$ cat src/hdl/khlc_pkg.sv
// Package for the hygrometer log conversion: widths, reset values, register codes
// and the log tables that are worked out at elaboration. No dependencies.

package khlc_pkg;

  localparam int unsigned LOG_SEGMENTS = 64;

  localparam int unsigned SAMPLE_W = 24;
  localparam int unsigned X_W      = 23;
  localparam int unsigned E_W      = 5;
  localparam int unsigned E_N      = 23;
  localparam int unsigned FRAC_W   = 23;
  localparam int unsigned KW       = $clog2(LOG_SEGMENTS);
  localparam int unsigned POS_W    = FRAC_W + KW;
  localparam int unsigned TAB_W    = 16;
  localparam int unsigned DR_W     = TAB_W + FRAC_W;
  localparam int unsigned LNV_W    = 22;
  localparam int unsigned REF_W    = 23;
  localparam int unsigned GAIN_W   = 24;
  localparam int unsigned BIAS_W   = 24;
  localparam int unsigned DIFF_W   = 24;
  localparam int unsigned PROD_W   = DIFF_W + GAIN_W;
  localparam int unsigned OUT_W    = 24;
  localparam int unsigned CFG_W    = 24;
  localparam int unsigned CFG_IDX_W = 2;

  localparam int unsigned MIN_UV = 100;
  localparam logic [63:0] LN2_Q30    = 64'd744261118;
  localparam logic [63:0] LN1000_Q16 = 64'd452707;

  localparam logic signed [REF_W-1:0]  LOG_REF_RST  = 23'sd558183;
  localparam logic signed [GAIN_W-1:0] GAIN_RST     = -24'sd336082;
  localparam logic signed [BIAS_W-1:0] BIAS_RST     = 24'sd0;

  typedef enum logic [CFG_IDX_W-1:0] {
    CFG_LOG_REF       = 2'd0,
    CFG_INV_PATH_GAIN = 2'd1,
    CFG_BIAS          = 2'd2
  } cfg_idx_e;

  typedef logic [TAB_W-1:0] tab_t [LOG_SEGMENTS];
  typedef logic signed [LNV_W-1:0] eln_t [E_N];

  // shift-subtract quotient, elaboration only
  function automatic logic [63:0] udiv(input logic [63:0] n, input logic [63:0] d);
    logic [63:0] q;
    logic [63:0] rem;
    q   = '0;
    rem = '0;
    for (int i = 63; i >= 0; i--) begin
      rem = {rem[62:0], n[i]};
      if (rem >= d) begin
        rem  = rem - d;
        q[i] = 1'b1;
      end
    end
    return q;
  endfunction

  // ln(1 + k/LOG_SEGMENTS) in Q.16 from a Q.30 atanh series
  function automatic logic [63:0] ln_knot(input int unsigned k);
    logic [63:0] b;
    logic [63:0] z;
    logic [63:0] z2;
    logic [63:0] term;
    logic [63:0] sum;
    logic [63:0] n;
    b    = 64'(LOG_SEGMENTS);
    z    = udiv(64'(k) << 30, 2 * b + 64'(k));
    z2   = (z * z) >> 30;
    term = z;
    sum  = '0;
    n    = 64'd1;
    for (int i = 0; i < 40; i++) begin
      if (term != '0) begin
        sum  = sum + udiv(term, n);
        term = (term * z2) >> 30;
        n    = n + 64'd2;
      end
    end
    return (2 * sum + 64'd8192) >> 14;
  endfunction

  function automatic tab_t build_base();
    tab_t t;
    for (int unsigned k = 0; k < LOG_SEGMENTS; k++) begin
      t[k] = TAB_W'(ln_knot(k));
    end
    return t;
  endfunction

  function automatic tab_t build_delta();
    tab_t t;
    logic [63:0] lo;
    logic [63:0] hi;
    for (int unsigned k = 0; k < LOG_SEGMENTS; k++) begin
      lo = ln_knot(k);
      hi = ln_knot(k + 1);
      t[k] = (hi > lo) ? TAB_W'(hi - lo) : '0;
    end
    return t;
  endfunction

  // round(e * ln2) - ln(1000), Q.16
  function automatic eln_t build_eln();
    eln_t t;
    logic [63:0] v;
    for (int unsigned e = 0; e < E_N; e++) begin
      v    = (64'(e) * LN2_Q30 + 64'd8192) >> 14;
      t[e] = LNV_W'(v) - LNV_W'(LN1000_Q16);
    end
    return t;
  endfunction

  localparam tab_t LOG_BASE  = build_base();
  localparam tab_t LOG_DELTA = build_delta();
  localparam eln_t EXP_LN    = build_eln();

endpackage

$ cat src/hdl/khlc_if.sv
// Valid/ready channel interfaces for the sample input and the density output.
// Depends on khlc_pkg for field widths.

interface khlc_in_if;
  logic                                       valid;
  logic                                       ready;
  logic signed [khlc_pkg::SAMPLE_W-1:0]       sample_microvolts;

  modport source (output valid, output sample_microvolts, input ready);
  modport sink   (input valid, input sample_microvolts, output ready);
endinterface

interface khlc_out_if;
  logic                                       valid;
  logic                                       ready;
  logic [khlc_pkg::OUT_W-1:0]                 vapour_density;
  logic                                       saturated;

  modport source (output valid, output vapour_density, output saturated, input ready);
  modport sink   (input valid, input vapour_density, input saturated, output ready);
endinterface

$ cat src/hdl/krypton_humidity_log_convert.sv
// Hygrometer log conversion top level: six-stage pipeline from a microvolt
// sample to Q8.16 vapour density. Depends on khlc_pkg and khlc_if.sv.
//
//   channel   dir  handshake        payload
//   in_i      in   valid/ready      sample_microvolts (s24, uV)
//   out_o     out  valid/ready      vapour_density (u24 Q8.16), saturated
//   cfg       in   cfg_we_i         cfg_idx_i, cfg_wdata_i (write only)
//
// One beat per cycle sustained while out_o.ready holds; a beat passes from input to
// output through the stages in order: clamp and leading-one, normalize and table
// read, interpolation multiply, log difference, gain multiply, round/clamp.
// Each stage advances when its successor is empty or advancing, so bubbles
// collapse under a stall. Reset clears the stage valid bits and loads the
// register defaults.

module krypton_humidity_log_convert (
  input  logic                                  clk_i,
  input  logic                                  rst_ni,
  khlc_in_if.sink                               in_i,
  khlc_out_if.source                            out_o,
  input  logic                                  cfg_we_i,
  input  logic [khlc_pkg::CFG_IDX_W-1:0]        cfg_idx_i,
  input  logic [khlc_pkg::CFG_W-1:0]            cfg_wdata_i
);

  logic signed [khlc_pkg::REF_W-1:0]  log_ref_q;
  logic signed [khlc_pkg::GAIN_W-1:0] gain_q;
  logic signed [khlc_pkg::BIAS_W-1:0] bias_q;

  always_ff @(posedge clk_i or negedge rst_ni) begin
    if (!rst_ni) begin
      log_ref_q <= khlc_pkg::LOG_REF_RST;
      gain_q    <= khlc_pkg::GAIN_RST;
      bias_q    <= khlc_pkg::BIAS_RST;
    end else if (cfg_we_i) begin
      case (khlc_pkg::cfg_idx_e'(cfg_idx_i))
        khlc_pkg::CFG_LOG_REF:       log_ref_q <= cfg_wdata_i[khlc_pkg::REF_W-1:0];
        khlc_pkg::CFG_INV_PATH_GAIN: gain_q    <= cfg_wdata_i[khlc_pkg::GAIN_W-1:0];
        khlc_pkg::CFG_BIAS:          bias_q    <= cfg_wdata_i[khlc_pkg::BIAS_W-1:0];
        default: ;
      endcase
    end
  end

  // stage valids and enables
  logic v1_q, v2_q, v3_q, v4_q, v5_q, v6_q;
  logic en1, en2, en3, en4, en5, en6;

  assign en6 = !v6_q || out_o.ready;
  assign en5 = !v5_q || en6;
  assign en4 = !v4_q || en5;
  assign en3 = !v3_q || en4;
  assign en2 = !v2_q || en3;
  assign en1 = !v1_q || en2;
  assign in_i.ready = en1;

  always_ff @(posedge clk_i or negedge rst_ni) begin
    if (!rst_ni) begin
      v1_q <= 1'b0;
      v2_q <= 1'b0;
      v3_q <= 1'b0;
      v4_q <= 1'b0;
      v5_q <= 1'b0;
      v6_q <= 1'b0;
    end else begin
      if (en1) v1_q <= in_i.valid;
      if (en2) v2_q <= v1_q;
      if (en3) v3_q <= v2_q;
      if (en4) v4_q <= v3_q;
      if (en5) v5_q <= v4_q;
      if (en6) v6_q <= v5_q;
    end
  end

  // stage 1: clamp low samples, find leading one
  logic [khlc_pkg::X_W-1:0] x1_d, x1_q;
  logic [khlc_pkg::E_W-1:0] e1_d, e1_q;

  always_comb begin
    if (in_i.sample_microvolts < $signed(khlc_pkg::SAMPLE_W'(khlc_pkg::MIN_UV))) begin
      x1_d = khlc_pkg::X_W'(khlc_pkg::MIN_UV);
    end else begin
      x1_d = in_i.sample_microvolts[khlc_pkg::X_W-1:0];
    end
    e1_d = '0;
    for (int i = 0; i < khlc_pkg::X_W; i++) begin
      if (x1_d[i]) e1_d = khlc_pkg::E_W'(i);
    end
  end

  // stage 2: normalize mantissa, segment lookup
  logic [khlc_pkg::X_W:0]           mn2;
  logic [khlc_pkg::POS_W-1:0]       pos2;
  logic [khlc_pkg::KW-1:0]          k2;
  logic [khlc_pkg::E_W-1:0]         e2_q;
  logic [khlc_pkg::TAB_W-1:0]       base2_q, dk2_q;
  logic [khlc_pkg::FRAC_W-1:0]      r2_q;

  assign mn2  = (khlc_pkg::X_W + 1)'(x1_q) << (khlc_pkg::E_W'(khlc_pkg::X_W) - e1_q);
  assign pos2 = khlc_pkg::POS_W'(mn2[khlc_pkg::FRAC_W-1:0])
              * khlc_pkg::POS_W'(khlc_pkg::LOG_SEGMENTS);
  assign k2   = pos2[khlc_pkg::POS_W-1:khlc_pkg::FRAC_W];

  // stage 3: interpolation product, exponent term
  logic [khlc_pkg::DR_W-1:0]          dr3_q;
  logic signed [khlc_pkg::LNV_W-1:0]  base3_q;

  // stage 4: ln(mV) - log_ref
  logic [khlc_pkg::DR_W:0]            rnd4;
  logic signed [khlc_pkg::DIFF_W-1:0] diff4_d, diff4_q;

  assign rnd4    = (khlc_pkg::DR_W + 1)'(dr3_q) + (khlc_pkg::DR_W + 1)'(1 << 22);
  assign diff4_d = {{(khlc_pkg::DIFF_W - khlc_pkg::LNV_W){base3_q[khlc_pkg::LNV_W-1]}}, base3_q}
                 + khlc_pkg::DIFF_W'(rnd4[khlc_pkg::DR_W:khlc_pkg::FRAC_W])
                 - {{(khlc_pkg::DIFF_W - khlc_pkg::REF_W){log_ref_q[khlc_pkg::REF_W-1]}},
                    log_ref_q};

  // stage 5: gain product
  logic signed [khlc_pkg::PROD_W-1:0] prod5_q;

  // stage 6: round to Q.16, subtract bias, clamp
  logic signed [khlc_pkg::PROD_W:0]   t6;
  logic signed [khlc_pkg::PROD_W-16:0] q6;
  logic signed [khlc_pkg::PROD_W-15:0] h6;
  logic [khlc_pkg::OUT_W-1:0]         dens6_d, dens6_q;
  logic                               sat6_d, sat6_q;

  assign t6 = {prod5_q[khlc_pkg::PROD_W-1], prod5_q} + (khlc_pkg::PROD_W + 1)'(32768);
  assign q6 = t6[khlc_pkg::PROD_W:16];
  assign h6 = {q6[khlc_pkg::PROD_W-16], q6}
            - {{(khlc_pkg::PROD_W - 14 - khlc_pkg::BIAS_W){bias_q[khlc_pkg::BIAS_W-1]}}, bias_q};

  always_comb begin
    dens6_d = h6[khlc_pkg::OUT_W-1:0];
    sat6_d  = 1'b0;
    if (h6 < 0) begin
      dens6_d = '0;
    end else if (h6 > $signed((khlc_pkg::PROD_W - 14)'({khlc_pkg::OUT_W{1'b1}}))) begin
      dens6_d = '1;
      sat6_d  = 1'b1;
    end
  end

  always_ff @(posedge clk_i) begin
    if (en1) begin
      x1_q <= x1_d;
      e1_q <= e1_d;
    end
    if (en2) begin
      e2_q    <= e1_q;
      base2_q <= khlc_pkg::LOG_BASE[k2];
      dk2_q   <= khlc_pkg::LOG_DELTA[k2];
      r2_q    <= pos2[khlc_pkg::FRAC_W-1:0];
    end
    if (en3) begin
      dr3_q   <= khlc_pkg::DR_W'(dk2_q) * khlc_pkg::DR_W'(r2_q);
      base3_q <= khlc_pkg::EXP_LN[e2_q]
               + $signed({{(khlc_pkg::LNV_W - khlc_pkg::TAB_W){1'b0}}, base2_q});
    end
    if (en4) begin
      diff4_q <= diff4_d;
    end
    if (en5) begin
      prod5_q <= khlc_pkg::PROD_W'(diff4_q) * khlc_pkg::PROD_W'(gain_q);
    end
    if (en6) begin
      dens6_q <= dens6_d;
      sat6_q  <= sat6_d;
    end
  end

  assign out_o.valid          = v6_q;
  assign out_o.vapour_density = dens6_q;
  assign out_o.saturated      = sat6_q;

  a_accept_enters : assert property (@(posedge clk_i) disable iff (!rst_ni)
    in_i.valid && in_i.ready |=> v1_q)
    else $error("accepted beat did not enter stage 1");

  a_clamp_floor : assert property (@(posedge clk_i) disable iff (!rst_ni)
    v1_q |-> x1_q >= khlc_pkg::X_W'(khlc_pkg::MIN_UV))
    else $error("clamped sample below floor");

  a_sat_full : assert property (@(posedge clk_i) disable iff (!rst_ni)
    out_o.valid && out_o.saturated |-> out_o.vapour_density == '1)
    else $error("saturated beat without full-scale density");

  a_stall_keeps : assert property (@(posedge clk_i) disable iff (!rst_ni)
    v5_q && v6_q && !out_o.ready |=> v5_q && v6_q)
    else $error("stalled pipeline dropped a beat");

endmodule
$ cat src/flat_wrapper.sv
// flat-port wrapper written by rule: the top's interface ports become plain ports
module krypton_humidity_log_convert_flat 
  (clk_i, rst_ni, cfg_we_i, cfg_idx_i, cfg_wdata_i, in_i_valid, in_i_sample_microvolts, in_i_ready, out_o_valid, out_o_vapour_density, out_o_saturated, out_o_ready);
  khlc_in_if in_i_i ();
  khlc_out_if out_o_i ();
  input  logic clk_i;
  input  logic rst_ni;
  input  logic cfg_we_i;
  input  logic [khlc_pkg::CFG_IDX_W-1:0] cfg_idx_i;
  input  logic [khlc_pkg::CFG_W-1:0] cfg_wdata_i;
  input wire logic [$bits(in_i_i.valid)-1:0] in_i_valid;
  input wire logic [$bits(in_i_i.sample_microvolts)-1:0] in_i_sample_microvolts;
  output wire logic [$bits(in_i_i.ready)-1:0] in_i_ready;
  output wire logic [$bits(out_o_i.valid)-1:0] out_o_valid;
  output wire logic [$bits(out_o_i.vapour_density)-1:0] out_o_vapour_density;
  output wire logic [$bits(out_o_i.saturated)-1:0] out_o_saturated;
  input wire logic [$bits(out_o_i.ready)-1:0] out_o_ready;
  assign in_i_i.valid = in_i_valid;
  assign in_i_i.sample_microvolts = in_i_sample_microvolts;
  assign in_i_ready = in_i_i.ready;
  assign out_o_valid = out_o_i.valid;
  assign out_o_vapour_density = out_o_i.vapour_density;
  assign out_o_saturated = out_o_i.saturated;
  assign out_o_i.ready = out_o_ready;
  krypton_humidity_log_convert u_core (.clk_i(clk_i), .rst_ni(rst_ni), .in_i(in_i_i), .out_o(out_o_i), .cfg_we_i(cfg_we_i), .cfg_idx_i(cfg_idx_i), .cfg_wdata_i(cfg_wdata_i));
endmodule
$ cat config.mk
export PLATFORM = sky130hd
export DESIGN_NAME = krypton_humidity_log_convert_flat
export DESIGN_NICKNAME = d
export VERILOG_FILES = /design/src/hdl/khlc_pkg.sv /design/src/hdl/khlc_if.sv /design/src/hdl/krypton_humidity_log_convert.sv /design/src/flat_wrapper.sv
export SDC_FILE = /design/constraint.sdc
export NUM_CORES = 2
export LEC_CHECK = 0
export ABC_CLOCK_PERIOD_IN_PS = 9100
export BUFFER_PORTS_ARGS = -buffer_cell sky130_fd_sc_hd__buf_2
export CORE_AREA = 2 2 271 300
export DETAILED_ROUTE_END_ITERATION = 8
export DIE_AREA = 0 0 273 302
export GPL_TIMING_DRIVEN = 1
export PLACE_DENSITY = 0.81
export SYNTH_ARGS = -nofsm -noshare
export SYNTH_HDL_FRONTEND = slang
export SYNTH_SLANG_ARGS = --single-unit
$ cat constraint.sdc
create_clock -name clk_i -period 9.1 [get_ports clk_i]
set_clock_uncertainty 0.1 [all_clocks]
set_input_delay 1.82 -clock clk_i [delete_from_list [all_inputs] [get_ports clk_i]]
set_output_delay 1.82 -clock clk_i [all_outputs]
set_load 0.03 [all_outputs]
[Yosys cells after proc, flatten, opt, wreduce, memory -nomap -nowiden]
Memories as Yosys holds them, arrays and structs flattened. A register that Yosys moved wholly into a read port is not among the register bits.
Cells that the tools add are included.
Operators by class
  $add $sub $neg: 7
  $mul: 2
  order comparisons: 4
  equality and inequality tests: 2
  shift-type cells: 1
  mux-type cells: 26
  bitwise logic cells: 2
  reductions and logical operators: 18
Operator list (count)
  adder 48 x 17 -> 49 bit, second input constant: 1
  multiplier 24 x 24 -> 48 bit: 1
  2-to-1 mux 22 bit: 2
  adder 39 x 23 -> 40 bit, second input constant: 1
  greater-than comparator 34 x 25 -> 1 bit, second input constant: 1
  less-than comparator 34 x 1 -> 1 bit, second input constant: 1
  subtractor 33 x 24 -> 34 bit: 1
  multiplier 16 x 17 -> 33 bit: 1
  2-to-1 mux 4 bit: 8
  less-than comparator 24 x 8 -> 1 bit, second input constant: 1
  2-to-1 mux 24 bit: 1
  2-to-1 mux 3 bit: 8
  subtractor 24 bit: 1
  adder 22 x 18 -> 23 bit: 1
  2-to-1 mux 23 bit: 1
  << shifter 23 x 5 -> 23 bit: 1
  adder 22 x 17 -> 22 bit: 1
  2-to-1 mux 2 bit: 4
  NOT 6 -> 7 bit: 1
  OR reduction 7 bit: 1
  >= comparator 6 bit, second input constant: 1
  logical NOT 1 bit: 6
  logical OR 1 bit: 6
  NOT 5 -> 6 bit: 1
  other kinds (7): 10
Storage, ports and cells
  bits in registers: 285
  bits in read-only memories: 2752
  input port bits: 55
  logic and storage cells: 87
  memories: 3
Memories
  (no name shown): words 64, bits a word 16, rd ports 1, clocked after memory_dff 1, wr ports 0, line krypton_humidity_log_convert.sv:151  | base2_q <= khlc_pkg::LOG_BASE[k2];
  (no name shown): words 64, bits a word 16, rd ports 1, clocked after memory_dff 1, wr ports 0, line krypton_humidity_log_convert.sv:152  | dk2_q <= khlc_pkg::LOG_DELTA[k2];
  (no name shown): words 32, bits a word 22, rd ports 1, clocked after memory_dff 0, wr ports 0, line krypton_humidity_log_convert.sv:157  | base3_q <= khlc_pkg::EXP_LN[e2_q]

[Depth between registers and ports, before layout]
  depth in word-level cells: 23
  mapped depth: 27
  mapped depth without buffers: 26

[Least setup slack after synthesis]
Ideal clock, no wire load.
  kind: register to register
  start: register u_core.gain_q[1] (netlist bit)
  end: register u_core.prod5_q[42] (netlist bit), data pin
  arrival: 7013 ps
  required time: 8742 ps
  path slack: 1729 ps
  cell stages (with the launch flop): 25
  period minus slack after synthesis: 7371 ps
  cells stage by stage: dfstp_2 buf_1 and2_1 fa_1 fa_1 inv_1 fa_1 fa_1 inv_1 fa_1 fa_1 inv_1 fa_1 inv_1 ha_1 a21o_1 a21o_1 a221o_1 o2bb2ai_1 a2bb2oi_1 a21oi_1 a2111oi_2 a21oi_1 a21oi_1 xnor2_1
Between the ends
  word-level cells in the longest chain between the ends: 1
Ends and longest elaborated chain
  start, declared: line krypton_humidity_log_convert.sv:27  | logic signed [khlc_pkg::GAIN_W-1:0] gain_q;
  start signal, assigned: line krypton_humidity_log_convert.sv:33  | gain_q <= khlc_pkg::GAIN_RST;
  start signal, assigned: line krypton_humidity_log_convert.sv:38  | khlc_pkg::CFG_INV_PATH_GAIN: gain_q <= cfg_wdata_i[khlc_pkg::GAIN_W-1:0];
  multiplier 24 x 24 -> 48 bit: line krypton_humidity_log_convert.sv:164  | prod5_q <= khlc_pkg::PROD_W'(diff4_q) * khlc_pkg::PROD_W'(gain_q);
  end signal, assigned: line krypton_humidity_log_convert.sv:164
  end, declared: line krypton_humidity_log_convert.sv:119  | logic signed [khlc_pkg::PROD_W-1:0] prod5_q;
No other way between the ends.
A chain may end at the register's enable or synchronous reset.

[Worst setup path after layout]
  start: register u_core.gain_q[13] (netlist bit)
  end: register u_core.prod5_q[42] (netlist bit), data pin
Same word-level chain as after synthesis.

==> impl_metrics.toml <==
[sta]
setup_viol = 0
final_hold_viol_count = 0
fin_tns_setup_ns = 0
maxSlewViolCount = 0
hold_ws_ns = 0.376
fin_ws_ns = 0.819
finalCriticalPeriod_ns = 8.28
relSlewSlack = 0.231
max_slew.worst_pin.slew_ns = 1.15
post-route-period-util = 0.910
rsz0062_at_grt = "no"
fmax_mhz = 121

[clock_tree]
cts_resized = 0
clock_latency_ns = 0.57
clockRootBuffer = "clkbuf_16"
numCtsBuffers = 34
clockBufferDepth = 3
post-cts-setup-buffers = 0
cts_tree = "built"
cts.hold.buffers_added = 0
cts.sinks = 269
path_clk_slew_ns = 0.06
htree_levels = 2

[route]
drcViolationCount = 0
viasPerCell = 5.79
dr.pass1.iters = 6
vias = 32900
drt_iter0_drc = 2610
wire_per_inst_um = 19.5
routed_wl_mm = 111
final_antenna_net_count = 0

[min_path]
hold_end = "u_core.v5_q$_DFFE_PN0P_"
hold_depth = 1
hold_class = "reg -> reg"
min-delay-start = "u_core.v4_q$_DFFE_PN0P_"

[global_route]
track_usage = 0.279
grt_pass1_wl_mm = 181
antenna_found_initial = 9
grt_pass1_vias = 34900
overflow = 0
grt_max_degree = 63

[synth]
syn_nets = 5784
async_flop_share = 0.286
seq_area_frac_synth = 0.175
synth.avg_cell_area_sq_um = 9.46
synth_edf_count = 192
synth_warnings = 0
synth_seq_cells = 269
netlist_instances = 4657
synth_cell_types = 84
syn_area_sq_mm = 0.0441
synth_ff_type = "edfxtp_1"

[setup_path]
r2r_cells = 23
worstReg2RegStart = "u_core.gain_q[13]$_DFFE_PN0P_"
timing.rr.end = "u_core.prod5_q[42]$_DFFE_PP_"
worst_setup_path_end_kind = "flip-flop"
crit_fanout = 25
r2r_setup_slack_ns = 0.82
timing_worst_setup_path_type = "reg -> reg"
required_ns = 9.29
crit_arrival_ns = 8.47
cp-start-kind = "flip-flop"

[floorplanning]
die_w_um = 273
ios = 82
start_util = 0.553
dieArea_sq_mm = 0.0824
dieHeight_um = 302
fp.coreArea_sq_mm = 0.0796
row_count = 109

[final_layout]
layout.nets = 5729
utilization = 0.582
layout-drive-gt1-share = 0.0651
area_growth_pct = 5.15

[place]
dpl_worst_slack_ns = 1.05
gp_congestion = 0.982
dp_hpwl_mm = 86.9
port_buffers = 81

[outcome]
status = "finished clean"

[run]
cap_violations = 0
stage by stage:
step           instance area (sq um)  instances
2_1_floorplan                  44100       4657
3_3_place_gp                   45200       5620
3_5_place_dp                   45200       5620
4_1_cts                        46300       5681
5_1_grt                        46300       5683
6_report                       46300       5685
routing by layer:
layer  track usage  part of all wire  vias to the layer above
met2         0.477              0.49                     1452
met1         0.321              0.35                    16300
met3        0.0580             0.083                      437
met5             0           0.00054                        -
met4         0.175             0.074                       10
li1              -                 -                    14700
registers in the layout (all words and copies together), names as in the netlist, 9 cells and up:
register                     count
u_core.gain_q                   24
u_core.x1_q                     23
u_core.dr3_q                    13
u_core.dk2_q                     9
u_core.base2_q                  16
u_core.out_o.vapour_density     24
u_core.prod5_q                  33
u_core.r2_q                     17
u_core.base3_q                  22
u_core.diff4_q                  24
u_core.log_ref_q                23
u_core.bias_q                   24
critical path: stages (launching register included):
cell and delay, ns:
dfrtp_1 1.07, and2_1 0.32, fa_1 0.45, inv_1 0.09, fa_1 0.40, inv_1 0.08
fa_1 0.44, fa_1 0.60, fa_1 0.44, fa_1 0.50, inv_1 0.05, fa_1 0.47
inv_1 0.04, ha_1 0.34, a21oi_1 0.34, inv_1 0.08, a221o_1 0.32, o2bb2ai_1 0.23
a2bb2oi_1 0.36, a21oi_1 0.13, a2111oi_2 0.65, a21oi_1 0.19, a21oi_1 0.22, xnor2_1 0.08
worst max path at each step:
stage | startpoint | to | slack (ns) | cells past startpoint
floorplan | u_core.gain_q[1]$_DFFE_PN1P_ | u_core.prod5_q[42]$_DFFE_PP_ | 1.73 | 24
global placement | u_core.diff4_q[23]$_DFFE_PP_ | u_core.prod5_q[42]$_DFFE_PP_ | 1.07 | 24
detailed placement | u_core.diff4_q[23]$_DFFE_PP_ | u_core.prod5_q[42]$_DFFE_PP_ | 1.05 | 24
CTS | u_core.diff4_q[23]$_DFFE_PP_ | u_core.prod5_q[42]$_DFFE_PP_ | 0.95 | 24
global route | u_core.diff4_q[23]$_DFFE_PP_ | u_core.prod5_q[42]$_DFFE_PP_ | 0.55 | 24
finish | u_core.gain_q[13]$_DFFE_PN0P_ | u_core.prod5_q[42]$_DFFE_PP_ | 0.82 | 23
cell families (layout without fill, tap and decap cells):
family | after synthesis | count (layout) | share of synthesized area
flip-flops | 269 | 269 | 0.175
other | 0 | 4 | 0
multiplexers | 96 | 96 | 0.0306
XOR/XNOR | 175 | 175 | 0.0348
buffers and inverters | 1091 | 1061 | 0.0953
adder cells (fa/ha/maj) | 1072 | 1072 | 0.429
AO/OA/AOI/OAI | 608 | 608 | 0.0885
AND/OR/NAND/NOR | 1346 | 1346 | 0.147
synth_stat cells, types with 9 or more instances:
master | number | share of area
nor2b_1 | 22 | 0.0031
a31oi_1 | 45 | 0.0064
a311oi_1 | 9 | 0.0018
o211ai_1 | 28 | 0.0048
a21boi_0 | 9 | 0.0015
and4_1 | 9 | 0.0018
o21bai_1 | 19 | 0.0032
edfxtp_1 | 192 | 0.13
and3_1 | 30 | 0.0043
o21a_1 | 18 | 0.0031
nand3_1 | 60 | 0.0068
a211oi_1 | 31 | 0.0053
a21oi_1 | 157 | 0.018
mux2i_1 | 15 | 0.0034
inv_1 | 876 | 0.075
clkbuf_1 | 176 | 0.015
nor3_1 | 54 | 0.0061
dfstp_2 | 25 | 0.015
and2_1 | 338 | 0.048
dfrtp_1 | 52 | 0.030
mux4_2 | 24 | 0.012
xnor2_1 | 117 | 0.023
nor2_1 | 153 | 0.013
a221oi_1 | 11 | 0.0022
buf_2 | 15 | 0.0017
o22ai_1 | 11 | 0.0016
mux2_2 | 55 | 0.014
fa_1 | 729 | 0.33
a21o_1 | 47 | 0.0080
nand4_1 | 16 | 0.0023
nand2b_1 | 33 | 0.0047
xor2_1 | 58 | 0.012
o21ai_0 | 136 | 0.015
ha_1 | 343 | 0.097
or3_1 | 13 | 0.0018
nand2_1 | 585 | 0.050
o221ai_1 | 9 | 0.0018
layout by cell type, fill, tap and decap left out, types with 54 or more instances in the layout:
cell,Yosys,final
ha_1,343,343
nand3_1,60,60
nor3_1,54,54
inv_1,876,876
and2_1,338,338
edfxtp_1,192,192
o21ai_0,136,136
xor2_1,58,58
buf_2,15,80
nor2_1,153,153
a21oi_1,157,157
nand2_1,585,584
xnor2_1,117,116
fa_1,729,729
mux2_2,55,55
cell type report:
type / instances / area (sq um)
Multi-Input combinational cell: 3297 / 32200
Clock inverter: 12 / 149
Fill cell: 6667 / 33300
Antenna cell: 4 / 10.0
Clock buffer: 49 / 938
Inverter: 880 / 3300
Timing Repair Buffer: 120 / 701
Tap cell: 1054 / 1320
Sequential cell: 269 / 7720
Power is not shown: default switching activity piles up to over one toggle a cycle in this logic, so the estimate is an artifact.
